===== config.mk =====
export PLATFORM = sky130hd
export DESIGN_NAME = hash_chain_keystream_xor_cipher
export DESIGN_NICKNAME = d
export VERILOG_FILES = /design/src/design/hcx_pkg.sv /design/src/design/hcx_front.sv /design/src/design/hcx_sha.sv /design/src/design/hcx_back.sv /design/src/design/hash_chain_keystream_xor_cipher.sv
export SDC_FILE = /design/constraint.sdc
export NUM_CORES = 2
export LEC_CHECK = 0
export BUFFER_PORTS_ARGS = -buffer_cell sky130_fd_sc_hd__buf_2
export CAP_MARGIN = 5
export CORE_ASPECT_RATIO = 1.4
export CORE_UTILIZATION = 24
export CTS_BUF_LIST = sky130_fd_sc_hd__clkbuf_8 sky130_fd_sc_hd__clkbuf_16
export CTS_CLUSTER_SIZE = 24
export DETAILED_ROUTE_END_ITERATION = 6
export GPL_ROUTABILITY_DRIVEN = 0
export MAX_ROUTING_LAYER = met4
export PLACE_DENSITY = 0.35
export SLEW_MARGIN = 10
export SYNTH_ARGS = -nofsm -noshare
export SYNTH_HDL_FRONTEND = slang
export SYNTH_SLANG_ARGS = --single-unit

===== constraint.sdc =====
create_clock -name clk_i -period 62.3 [get_ports clk_i]
set_input_delay 15.575 -clock clk_i [delete_from_list [all_inputs] [get_ports clk_i]]
set_output_delay 15.575 -clock clk_i [all_outputs]
set_load 0.05 [all_outputs]

===== src/design/hcx_pkg.sv =====
`timescale 1ns / 1ps
`default_nettype none
package hcx_pkg;

  localparam int unsigned BlockBits = 256;

  localparam logic [2:0] REG_KEY_WORD_0 = 3'd0;
  localparam logic [2:0] REG_KEY_WORD_1 = 3'd1;
  localparam logic [2:0] REG_KEY_WORD_2 = 3'd2;
  localparam logic [2:0] REG_KEY_WORD_3 = 3'd3;
  localparam logic [2:0] REG_INIT_VECTOR = 3'd4;

  typedef struct packed {
    logic [7:0] data;
    logic       last;
  } item_t;

  typedef struct packed {
    logic  valid;
    item_t item;
  } head_t;

  function automatic logic [31:0] bswap32(input logic [31:0] x);
    return {x[7:0], x[15:8], x[23:16], x[31:24]};
  endfunction

  function automatic logic [31:0] rotr(input logic [31:0] x, input int unsigned n);
    return (x >> n) | (x << (32 - n));
  endfunction

  function automatic logic [31:0] sha_h0(input logic [2:0] idx);
    logic [31:0] r;
    unique case (idx)
      3'd0: r = 32'h6a09e667;
      3'd1: r = 32'hbb67ae85;
      3'd2: r = 32'h3c6ef372;
      3'd3: r = 32'ha54ff53a;
      3'd4: r = 32'h510e527f;
      3'd5: r = 32'h9b05688c;
      3'd6: r = 32'h1f83d9ab;
      default: r = 32'h5be0cd19;
    endcase
    return r;
  endfunction

  function automatic logic [31:0] sha_k(input logic [5:0] idx);
    logic [31:0] r;
    unique case (idx)
      6'd0: r = 32'h428a2f98;  6'd1: r = 32'h71374491;  6'd2: r = 32'hb5c0fbcf;
      6'd3: r = 32'he9b5dba5;  6'd4: r = 32'h3956c25b;  6'd5: r = 32'h59f111f1;
      6'd6: r = 32'h923f82a4;  6'd7: r = 32'hab1c5ed5;  6'd8: r = 32'hd807aa98;
      6'd9: r = 32'h12835b01;  6'd10: r = 32'h243185be; 6'd11: r = 32'h550c7dc3;
      6'd12: r = 32'h72be5d74; 6'd13: r = 32'h80deb1fe; 6'd14: r = 32'h9bdc06a7;
      6'd15: r = 32'hc19bf174; 6'd16: r = 32'he49b69c1; 6'd17: r = 32'hefbe4786;
      6'd18: r = 32'h0fc19dc6; 6'd19: r = 32'h240ca1cc; 6'd20: r = 32'h2de92c6f;
      6'd21: r = 32'h4a7484aa; 6'd22: r = 32'h5cb0a9dc; 6'd23: r = 32'h76f988da;
      6'd24: r = 32'h983e5152; 6'd25: r = 32'ha831c66d; 6'd26: r = 32'hb00327c8;
      6'd27: r = 32'hbf597fc7; 6'd28: r = 32'hc6e00bf3; 6'd29: r = 32'hd5a79147;
      6'd30: r = 32'h06ca6351; 6'd31: r = 32'h14292967; 6'd32: r = 32'h27b70a85;
      6'd33: r = 32'h2e1b2138; 6'd34: r = 32'h4d2c6dfc; 6'd35: r = 32'h53380d13;
      6'd36: r = 32'h650a7354; 6'd37: r = 32'h766a0abb; 6'd38: r = 32'h81c2c92e;
      6'd39: r = 32'h92722c85; 6'd40: r = 32'ha2bfe8a1; 6'd41: r = 32'ha81a664b;
      6'd42: r = 32'hc24b8b70; 6'd43: r = 32'hc76c51a3; 6'd44: r = 32'hd192e819;
      6'd45: r = 32'hd6990624; 6'd46: r = 32'hf40e3585; 6'd47: r = 32'h106aa070;
      6'd48: r = 32'h19a4c116; 6'd49: r = 32'h1e376c08; 6'd50: r = 32'h2748774c;
      6'd51: r = 32'h34b0bcb5; 6'd52: r = 32'h391c0cb3; 6'd53: r = 32'h4ed8aa4a;
      6'd54: r = 32'h5b9cca4f; 6'd55: r = 32'h682e6ff3; 6'd56: r = 32'h748f82ee;
      6'd57: r = 32'h78a5636f; 6'd58: r = 32'h84c87814; 6'd59: r = 32'h8cc70208;
      6'd60: r = 32'h90befffa; 6'd61: r = 32'ha4506ceb; 6'd62: r = 32'hbef9a3f7;
      default: r = 32'hc67178f2;
    endcase
    return r;
  endfunction

endpackage
`default_nettype wire


===== src/design/hcx_front.sv =====
`timescale 1ns / 1ps
`default_nettype none
module hcx_front import hcx_pkg::*; (
  input  wire logic       clk_i,
  input  wire logic       rst_ni,
  input  wire logic       in_valid_i,
  output logic            in_ready_o,
  input  wire logic [7:0] data_byte_i,
  input  wire logic       last_byte_i,
  output head_t           head_o,
  input  wire logic       pop_i
);

  item_t      mem_q [2];
  logic       wr_ptr_q, rd_ptr_q;
  logic [1:0] cnt_q;
  logic       push;

  assign in_ready_o = (cnt_q != 2'd2);
  assign push       = in_valid_i && in_ready_o;
  assign head_o     = '{valid: (cnt_q != 2'd0), item: mem_q[rd_ptr_q]};

  always_ff @(posedge clk_i) begin
    if (push) begin
      mem_q[wr_ptr_q] <= '{data: data_byte_i, last: last_byte_i};
    end
  end

  always_ff @(posedge clk_i or negedge rst_ni) begin
    if (!rst_ni) begin
      wr_ptr_q <= 1'b0;
      rd_ptr_q <= 1'b0;
      cnt_q    <= 2'd0;
    end else begin
      if (push) wr_ptr_q <= ~wr_ptr_q;
      if (pop_i) rd_ptr_q <= ~rd_ptr_q;
      cnt_q <= cnt_q + {1'b0, push} - {1'b0, pop_i};
    end
  end

endmodule
`default_nettype wire


===== src/design/hcx_sha.sv =====
`timescale 1ns / 1ps
`default_nettype none
module hcx_sha import hcx_pkg::*; (
  input  wire logic                 clk_i,
  input  wire logic                 rst_ni,
  input  wire logic                 start_i,
  input  wire logic [BlockBits-1:0] blk_i,
  input  wire logic [63:0]          iv_i,
  output logic                      done_o,
  output logic [BlockBits-1:0]      digest_o
);

  logic [31:0] st_q [8];
  logic [31:0] w_q [16];
  logic [5:0]  rnd_q;
  logic        busy_q, done_q;
  logic [31:0] t1, t2, s0, s1, w_new;

  always_comb begin
    t1 = st_q[7] + (rotr(st_q[4], 6) ^ rotr(st_q[4], 11) ^ rotr(st_q[4], 25))
       + ((st_q[4] & st_q[5]) ^ (~st_q[4] & st_q[6])) + sha_k(rnd_q) + w_q[0];
    t2 = (rotr(st_q[0], 2) ^ rotr(st_q[0], 13) ^ rotr(st_q[0], 22))
       + ((st_q[0] & st_q[1]) ^ (st_q[0] & st_q[2]) ^ (st_q[1] & st_q[2]));
    s0 = rotr(w_q[1], 7) ^ rotr(w_q[1], 18) ^ (w_q[1] >> 3);
    s1 = rotr(w_q[14], 17) ^ rotr(w_q[14], 19) ^ (w_q[14] >> 10);
    w_new = w_q[0] + s0 + w_q[9] + s1;
  end

  always_comb begin
    for (int k = 0; k < 8; k++) begin
      digest_o[32*k +: 32] = bswap32(sha_h0(3'(k)) + st_q[k]);
    end
  end

  assign done_o = done_q;

  always_ff @(posedge clk_i) begin
    if (start_i) begin
      for (int k = 0; k < 8; k++) begin
        st_q[k] <= sha_h0(3'(k));
        w_q[k]  <= bswap32(blk_i[32*k +: 32]);
      end
      w_q[8]  <= bswap32(iv_i[31:0]);
      w_q[9]  <= bswap32(iv_i[63:32]);
      w_q[10] <= 32'h80000000;
      for (int k = 11; k < 15; k++) w_q[k] <= 32'h0;
      w_q[15] <= 32'h00000140;   // 320-bit message length
    end else if (busy_q) begin
      st_q[0] <= t1 + t2;
      st_q[1] <= st_q[0];
      st_q[2] <= st_q[1];
      st_q[3] <= st_q[2];
      st_q[4] <= st_q[3] + t1;
      st_q[5] <= st_q[4];
      st_q[6] <= st_q[5];
      st_q[7] <= st_q[6];
      for (int k = 0; k < 15; k++) w_q[k] <= w_q[k+1];
      w_q[15] <= w_new;
    end
  end

  always_ff @(posedge clk_i or negedge rst_ni) begin
    if (!rst_ni) begin
      rnd_q  <= '0;
      busy_q <= 1'b0;
      done_q <= 1'b0;
    end else if (start_i) begin
      rnd_q  <= '0;
      busy_q <= 1'b1;
      done_q <= 1'b0;
    end else begin
      done_q <= busy_q && (rnd_q == 6'd63);
      if (busy_q) begin
        rnd_q <= rnd_q + 6'd1;
        if (rnd_q == 6'd63) busy_q <= 1'b0;
      end
    end
  end

endmodule
`default_nettype wire


===== src/design/hcx_back.sv =====
`timescale 1ns / 1ps
`default_nettype none
module hcx_back import hcx_pkg::*; (
  input  wire logic                 clk_i,
  input  wire logic                 rst_ni,
  input  wire head_t                head_i,
  output logic                      pop_o,
  input  wire logic [BlockBits-1:0] key_i,
  input  wire logic [63:0]          iv_i,
  output logic                      out_valid_o,
  input  wire logic                 out_ready_i,
  output logic [7:0]                out_byte_o,
  output logic                      out_last_o
);

  logic [BlockBits-1:0] blk_q, nxt_q, src, digest;
  logic                 nxt_vld_q, in_msg_q, out_vld_q;
  logic [4:0]           pos_q, pos_eff;
  logic [7:0]           out_byte_q;
  logic                 out_last_q;
  logic                 ks_ok, fire, start, done;

  assign ks_ok = !(in_msg_q && (pos_q == 5'd0) && !nxt_vld_q);
  assign fire  = head_i.valid && ks_ok && (!out_vld_q || out_ready_i);
  assign start = fire && (!in_msg_q || (pos_q == 5'd0));
  assign pop_o = fire;

  always_comb begin
    priority if (!in_msg_q) src = key_i;
    else if (pos_q == 5'd0) src = nxt_q;
    else                    src = blk_q;
  end
  assign pos_eff = in_msg_q ? pos_q : 5'd0;

  hcx_sha u_sha (
    .clk_i    (clk_i),
    .rst_ni   (rst_ni),
    .start_i  (start),
    .blk_i    (src),
    .iv_i     (iv_i),
    .done_o   (done),
    .digest_o (digest)
  );

  always_ff @(posedge clk_i) begin
    if (start) blk_q <= src;
    if (done && !start) nxt_q <= digest;
    if (fire) begin
      out_byte_q <= head_i.item.data ^ src[{pos_eff, 3'b000} +: 8];
      out_last_q <= head_i.item.last;
    end
  end

  always_ff @(posedge clk_i or negedge rst_ni) begin
    if (!rst_ni) begin
      nxt_vld_q <= 1'b0;
      in_msg_q  <= 1'b0;
      pos_q     <= '0;
      out_vld_q <= 1'b0;
    end else begin
      // restart of the hash engine drops any block in flight
      if (start) nxt_vld_q <= 1'b0;
      else if (done) nxt_vld_q <= 1'b1;
      if (fire) begin
        in_msg_q <= !head_i.item.last;
        pos_q    <= pos_eff + 5'd1;
        out_vld_q <= 1'b1;
      end else if (out_ready_i) begin
        out_vld_q <= 1'b0;
      end
    end
  end

  assign out_valid_o = out_vld_q;
  assign out_byte_o  = out_byte_q;
  assign out_last_o  = out_last_q;

endmodule
`default_nettype wire


===== src/design/hash_chain_keystream_xor_cipher.sv =====
// Channel  | Handshake             | Payload
// in       | in_valid_i/in_ready_o | data_byte_i, last_byte_i
// out      | out_valid_o/out_ready_i | out_byte_o, out_last_o
// cfg      | cfg_valid_i/cfg_ready_o | cfg_index_i, cfg_data_i
// Bytes pass the queue, then an output register; one byte per cycle in a block unless out_ready_i stalls.
// Each 32-byte block is hashed one SHA-256 round per cycle (load, 64 rounds, capture), started
// when the block comes into use; a byte at a block boundary waits for the digest.
// A new message restarts the engine.
// Reset clears control state and the key and IV registers; a two-entry queue decouples input.
`timescale 1ns / 1ps
`default_nettype none
module hash_chain_keystream_xor_cipher import hcx_pkg::*; (
  input  wire logic        clk_i,
  input  wire logic        rst_ni,
  input  wire logic        in_valid_i,
  output logic             in_ready_o,
  input  wire logic [7:0]  data_byte_i,
  input  wire logic        last_byte_i,
  output logic             out_valid_o,
  input  wire logic        out_ready_i,
  output logic [7:0]       out_byte_o,
  output logic             out_last_o,
  input  wire logic        cfg_valid_i,
  output logic             cfg_ready_o,
  input  wire logic [2:0]  cfg_index_i,
  input  wire logic [63:0] cfg_data_i
);

  logic [63:0] key_q [4];
  logic [63:0] iv_q;
  head_t       head;
  logic        pop;

  assign cfg_ready_o = 1'b1;

  always_ff @(posedge clk_i or negedge rst_ni) begin
    if (!rst_ni) begin
      for (int k = 0; k < 4; k++) key_q[k] <= '0;
      iv_q <= '0;
    end else if (cfg_valid_i) begin
      unique case (cfg_index_i)
        REG_KEY_WORD_0:  key_q[0] <= cfg_data_i;
        REG_KEY_WORD_1:  key_q[1] <= cfg_data_i;
        REG_KEY_WORD_2:  key_q[2] <= cfg_data_i;
        REG_KEY_WORD_3:  key_q[3] <= cfg_data_i;
        REG_INIT_VECTOR: iv_q     <= cfg_data_i;
        default: ;
      endcase
    end
  end

  hcx_front u_front (
    .clk_i       (clk_i),
    .rst_ni      (rst_ni),
    .in_valid_i  (in_valid_i),
    .in_ready_o  (in_ready_o),
    .data_byte_i (data_byte_i),
    .last_byte_i (last_byte_i),
    .head_o      (head),
    .pop_i       (pop)
  );

  hcx_back u_back (
    .clk_i       (clk_i),
    .rst_ni      (rst_ni),
    .head_i      (head),
    .pop_o       (pop),
    .key_i       ({key_q[3], key_q[2], key_q[1], key_q[0]}),
    .iv_i        (iv_q),
    .out_valid_o (out_valid_o),
    .out_ready_i (out_ready_i),
    .out_byte_o  (out_byte_o),
    .out_last_o  (out_last_o)
  );

endmodule
`default_nettype wire


# [Yosys cells after proc, flatten, opt, wreduce, memory -nomap -nowiden]
# Memories as Yosys holds them, arrays and structs flattened.
# Cells that the tools add are included.
[classes] n_mux=52 reduce_logical=27 eq_ne=6 n_shift=1 add_sub_neg=22 n_bitwise=54
[op_table] cell="32-bit 2-to-1 mux" count=32
[op_table] cell="256-bit 2-to-1 mux" count=2
[op_table] cell="32-bit adder" count=10
[op_table] cell="32-bit bitwise XOR" count=9
[op_table] cell="256-bit by 9-bit variable part select with 8-bit output" count=1
[op_table] cell="32-bit bitwise AND" count=5
[op_table] cell="31-bit by 32-bit adder with 32-bit output, first input constant" count=3
[op_table] cell="32-bit adder, first input constant" count=3
[op_table] cell="29-bit by 32-bit adder with 32-bit output, first input constant" count=1
[op_table] cell="30-bit by 32-bit adder with 32-bit output, first input constant" count=1
[op_table] cell="32-bit NOT" count=1
[op_table] cell="10-bit by 32-bit OR with 32-bit output" count=1
[op_table] cell="13-bit by 32-bit OR with 32-bit output" count=1
[op_table] cell="14-bit by 32-bit OR with 32-bit output" count=1
[op_table] cell="15-bit by 32-bit OR with 32-bit output" count=1
[op_table] cell="19-bit by 32-bit OR with 32-bit output" count=1
[op_table] cell="21-bit by 32-bit OR with 32-bit output" count=1
[op_table] cell="25-bit by 32-bit OR with 32-bit output" count=1
[op_table] cell="26-bit by 32-bit OR with 32-bit output" count=1
[op_table] cell="30-bit by 32-bit OR with 32-bit output" count=1
[op_table] cell="7-bit by 32-bit OR with 32-bit output" count=1
[op_table] cell="32-bit by 22-bit bitwise XOR with 32-bit output" count=1
[op_table] cell="32-bit by 29-bit bitwise XOR with 32-bit output" count=1
[op_table] cell="1-bit OR" count=24
[op_table] cell="other kinds (21)" count=58
[word_totals] mem_count=4 mem_bits_rw=786 elab_cells=185 romBits=2048 register_bits=861
[memory_table] memory="(name not given)" words=64 width=32 rd=1 rd_ports_with_merged_regs=0 wr=0 line_no="hcx_pkg.sv:48" source="unique case (idx)"
[memory_table] memory="u_back.u_sha.w_q" words=16 width=32 rd=16 rd_ports_with_merged_regs=0 wr=16 line_no="hcx_sha.sv:14" source="logic [31:0] w_q [16];"
[memory_table] memory="u_back.u_sha.st_q" words=8 width=32 rd=8 rd_ports_with_merged_regs=0 wr=8 line_no="hcx_sha.sv:13" source="logic [31:0] st_q [8];"
[memory_table] memory="u_front.mem_q" words=2 width=9 rd=1 rd_ports_with_merged_regs=0 wr=1 line_no="hcx_front.sv:14" source="item_t mem_q [2];"

# [Depth between registers and ports, before layout]
[logic_depth] depth_word=10 ltp_mapped=36 depth_no_buf=34

# [Hierarchy]
# A second synthesis with hierarchy kept.
[hier_totals] cells_unflattened=7844 area_unflattened_um2=87950.6
[modules_own_cells] mod="hcx_sha" cells_each=5096 n_inst=1 area_each_um2=50813.7 seq_area_each_um2=23262.3
[modules_own_cells] mod="hcx_back" cells_each=2021 n_inst=1 area_each_um2=23563.8 seq_area_each_um2=15845.2
[modules_own_cells] mod="hash_chain_keystream_xor_cipher" cells_each=682 n_inst=1 area_each_um2=12721.0 seq_area_each_um2=8007.7
[modules_own_cells] mod="hcx_front" cells_each=45 n_inst=1 area_each_um2=852.1 seq_area_each_um2=640.6

# [Worst setup path after synthesis]
# OpenSTA, ideal clock, no wires.
[synth_path] path_type="in2reg" start="input out_ready_i" end="memory u_back.u_sha.st_q[0][0], enable pin" arrival_ns=33.993 setup_ns=1.279 t_required_ns=61.021 stages=7 slack_ns=27.028 cell_sequence="nand2b_1 nand2b_1 inv_1 nand2b_1 clkbuf_1 clkbuf_1 nand2b_1"
[synth_lines] element="from (decl)" line_no="hash_chain_keystream_xor_cipher.sv:20" source="input wire logic out_ready_i,"
[synth_lines] element="to (decl)" line_no="hcx_sha.sv:13"

==> flow_metrics.tcl <==
set metrics [dict create \
    synth-xor-area-share_pct 5.94 \
    outcome "finished, final reports clean" \
    cts_resized 0 \
    vias_per_cell 4.82 \
    drc 0 \
    drive_gt1_share_pct 10.2 \
    syn_nets 8121 \
    ios 93 \
    yosys-mux-area-fraction_pct 3.53 \
    crit_type "input port to register" \
    synthCells 7693 \
    portBuffers 91 \
    setup_viol 0 \
    cts-buffers-inserted 186 \
    min-delay-path-class "register to register" \
    cpLargestDelayFamily "buffers and inverters" \
    post_cts_buffers 0 \
    cp_num_buf_inv 6 \
    start_kind "input port" \
    avgRoutedWirePerCell_um 31.9 \
    cts_tree "done" \
    crit_fanout 77 \
    cts.sinks 1647 \
    dp_hpwl_mm 300 \
    core-area_um2 355000 \
    area_growth_pct 14.1 \
    end_kind "register" \
    cp_cell_sequence "buf_2 -> nand2b_1 -> nand2b_1 -> inv_1 -> nand2b_4 -> buf_4 -> nand2_4 -> buf_4 -> buf_4 -> buf_4 -> o21ai_0" \
    drtIter0Drc 5452 \
    yosys_most_used_dff "edfxtp_1" \
    synth_cell_type_count 83 \
    crit_required_ns 62.85 \
    hold_viol_final 0 \
    track_usage_pct 22.5 \
    die_area_um2 360000 \
    critPathMaxStageDelay_ns 0.82 \
    die_y_um 709 \
    setup_ws_ns 41.75 \
    syn_area_um2 85800 \
    grt_pass1_wl_mm 541 \
    finalSetupTns_ns 0 \
    ys_seq_area_share_pct 55.7 \
    grt_pass1_vias 60490 \
    rsz0062_at_grt "false" \
    crit_top_cell "buf_4" \
    timing.hold.ws_ns 0.500 \
    worst_slew_pin_slew_ns 1.39 \
    routed_wl_mm 401 \
    row_count 259 \
    vias 60502 \
    overflow 0 \
    cts.path.max_buffers 4 \
    async_flop_share_pct 20.6 \
    period_share_pct 33.0 \
    grt_max_degree 152 \
    cap_viol_max_count 0 \
    antenna_found_initial 16 \
    post-place-ws_ns 40.93 \
    postRouteAntennaNets 0 \
    final_core_util_pct 27.6 \
    cts-htree-levels 4 \
    relSlewSlack_pct 7.54 \
    synth_top_family_by_area "simple AND/OR/NAND/NOR gates" \
    worstPathArrival_ns 21.10 \
    nNetsFinal 8135 \
    cts.clk_slew.worst_paths_ns 0.06 \
    start_util_pct 24.1 \
    ctsHoldBuffers 0 \
    clk-insertion-delay-late_ns 0.88 \
    slew_violations 0 \
    slowest_stage "buf_4" \
    synth-compound-area-share_pct 11.4 \
    cts_root_buf "clkbuf_16" \
    post-route-min-period_ns 20.55 \
    die_w_um 507 \
    firstDrtPassIters 6 \
    rrSetupSlack_ns 51.53 \
    synth-adder-area-share_pct 6.76 \
    synth-simple-area-share_pct 11.8 \
    synth_edf_count 1307 \
    skew_ns 0.0834 \
    synth.avg_cell_area_um2 11.2 \
    synth_warnings 0 \
    max_freq_mhz 48.7 \
    ys_seq_elements 1647 \
]
-- registers in the layout (all words and copies together), names as in the netlist, 8 cells and up --
| register | flops |
|---|---|
| u_back.u_sha.w_q | 512 |
| u_back.u_sha.st_q | 256 |
| u_back.nxt_q | 256 |
| iv_q | 64 |
| u_back.blk_q | 256 |
| key_q | 256 |
| u_back.out_byte_o | 8 |
| u_front.mem_q | 18 |
-- worst paths after layout --
kind | end | start | depth (start not counted)
max in group asynchronous | u_back.u_sha.rnd_q[3] | rst_ni | 4
min in group asynchronous | key_q[188] | rst_ni | 1
hold / removal | key_q[100] | key_q[100] | 1
setup / recovery | u_back.u_sha.w_q[0][259] | out_ready_i | 11
setup reg to reg | u_back.u_sha.st_q[0][31] | u_back.u_sha.rnd_q[0] | 32
hold reg to reg | key_q[100] | key_q[100] | 1
-- worst reg2reg max path, delay by kind of cell, from the launching register on --
kind / cells / cell delay [ns]
xor+xnor: 1 / 0.89
buf+inv: 5 / 1.29
fa+ha+maj: 6 / 3.08
compound gates: 10 / 2.35
flops: 1 / 0.79
simple gates: 10 / 2.10
-- cells by family (layout without fill, tap and decap cells) --
logic type               count (synthesis)  count (layout)
AND/OR/NAND/NOR                       2229            2229
flip-flops                            1647            1647
AO/OA/AOI/OAI                         1544            1544
buffers and inverters                 1069            1230
XOR/XNOR                               582             582
adder cells (fa/ha/maj)                351             351
multiplexers                           270             270
other                                    1              13
-- cell usage after synthesis, types with 158 or more instances --
cell type	n	area share, %
edfxtp_1	1307	46
nor2_1	949	4.2
inv_1	641	2.8
o21ai_0	562	3.3
nand2_1	548	2.4
xnor2_1	361	3.7
dfrtp_1	340	9.9
clkbuf_1	335	1.5
a22oi_1	229	2.0
xor2_1	221	2.3
mux2_2	209	2.7
and2_1	205	1.5
a21oi_1	204	1.2
fa_1	189	4.4
ha_1	158	2.3
-- through the flow --
stage	area, µm²	instances
global placement	91700	12217
floorplan	85800	7693
detailed placement	91700	12217
global route	97900	12557
CTS	97900	12552
finish	97900	12564
-- cell type report --
| class | instances | area (µm²) |
|---|---|---|
| clock buffers | 210 | 5020 |
| clock inverters | 125 | 1150 |
| repair buffers | 251 | 1730 |
| fillers | 37054 | 258000 |
| multi-input cells | 4977 | 33900 |
| flip-flops and latches | 1647 | 47800 |
| inverters | 644 | 2420 |
| well taps | 4698 | 5880 |
| diodes | 12 | 30.0 |
-- metal layers --
metal,track usage (%),vias up,share of wire [%]
met3,2.06,525,3.5
met4,11.6,0,6.2
li1,-,26737,-
met5,-,-,0
met1,25.5,31550,39
met2,39.4,1690,51
-- cell usage in the layout (no fill, tap or decap), types with 32 or more instances in the layout --
| master | synthesis | layout |
|---|---|---|
| ha_1 | 158 | 158 |
| xor2_1 | 221 | 221 |
| xnor2_1 | 361 | 360 |
| buf_2 | 28 | 90 |
| o21ai_1 | 44 | 56 |
| o21ai_0 | 562 | 550 |
| and2_1 | 205 | 201 |
| fa_1 | 189 | 189 |
| a22oi_1 | 229 | 229 |
| dfrtp_1 | 340 | 336 |
| o221ai_1 | 32 | 32 |
| nand2_1 | 548 | 544 |
| nor2_1 | 949 | 949 |
| a21o_1 | 108 | 108 |
| inv_1 | 641 | 670 |
| nor2b_1 | 57 | 56 |
| edfxtp_1 | 1307 | 1307 |
| and3_1 | 82 | 82 |
| nand2b_1 | 136 | 133 |
| mux2_2 | 209 | 209 |
| buf_4 | 12 | 155 |
| o22ai_1 | 40 | 40 |
| nand3_1 | 52 | 52 |
| nor3_1 | 98 | 97 |
| mux2i_1 | 56 | 54 |
| a221o_1 | 34 | 34 |
| a21oi_1 | 204 | 204 |
| a211oi_1 | 70 | 70 |
| clkbuf_16 | 0 | 189 |
Power is not shown: default switching activity piles up to over one toggle a cycle in this logic, so the estimate is an artifact.
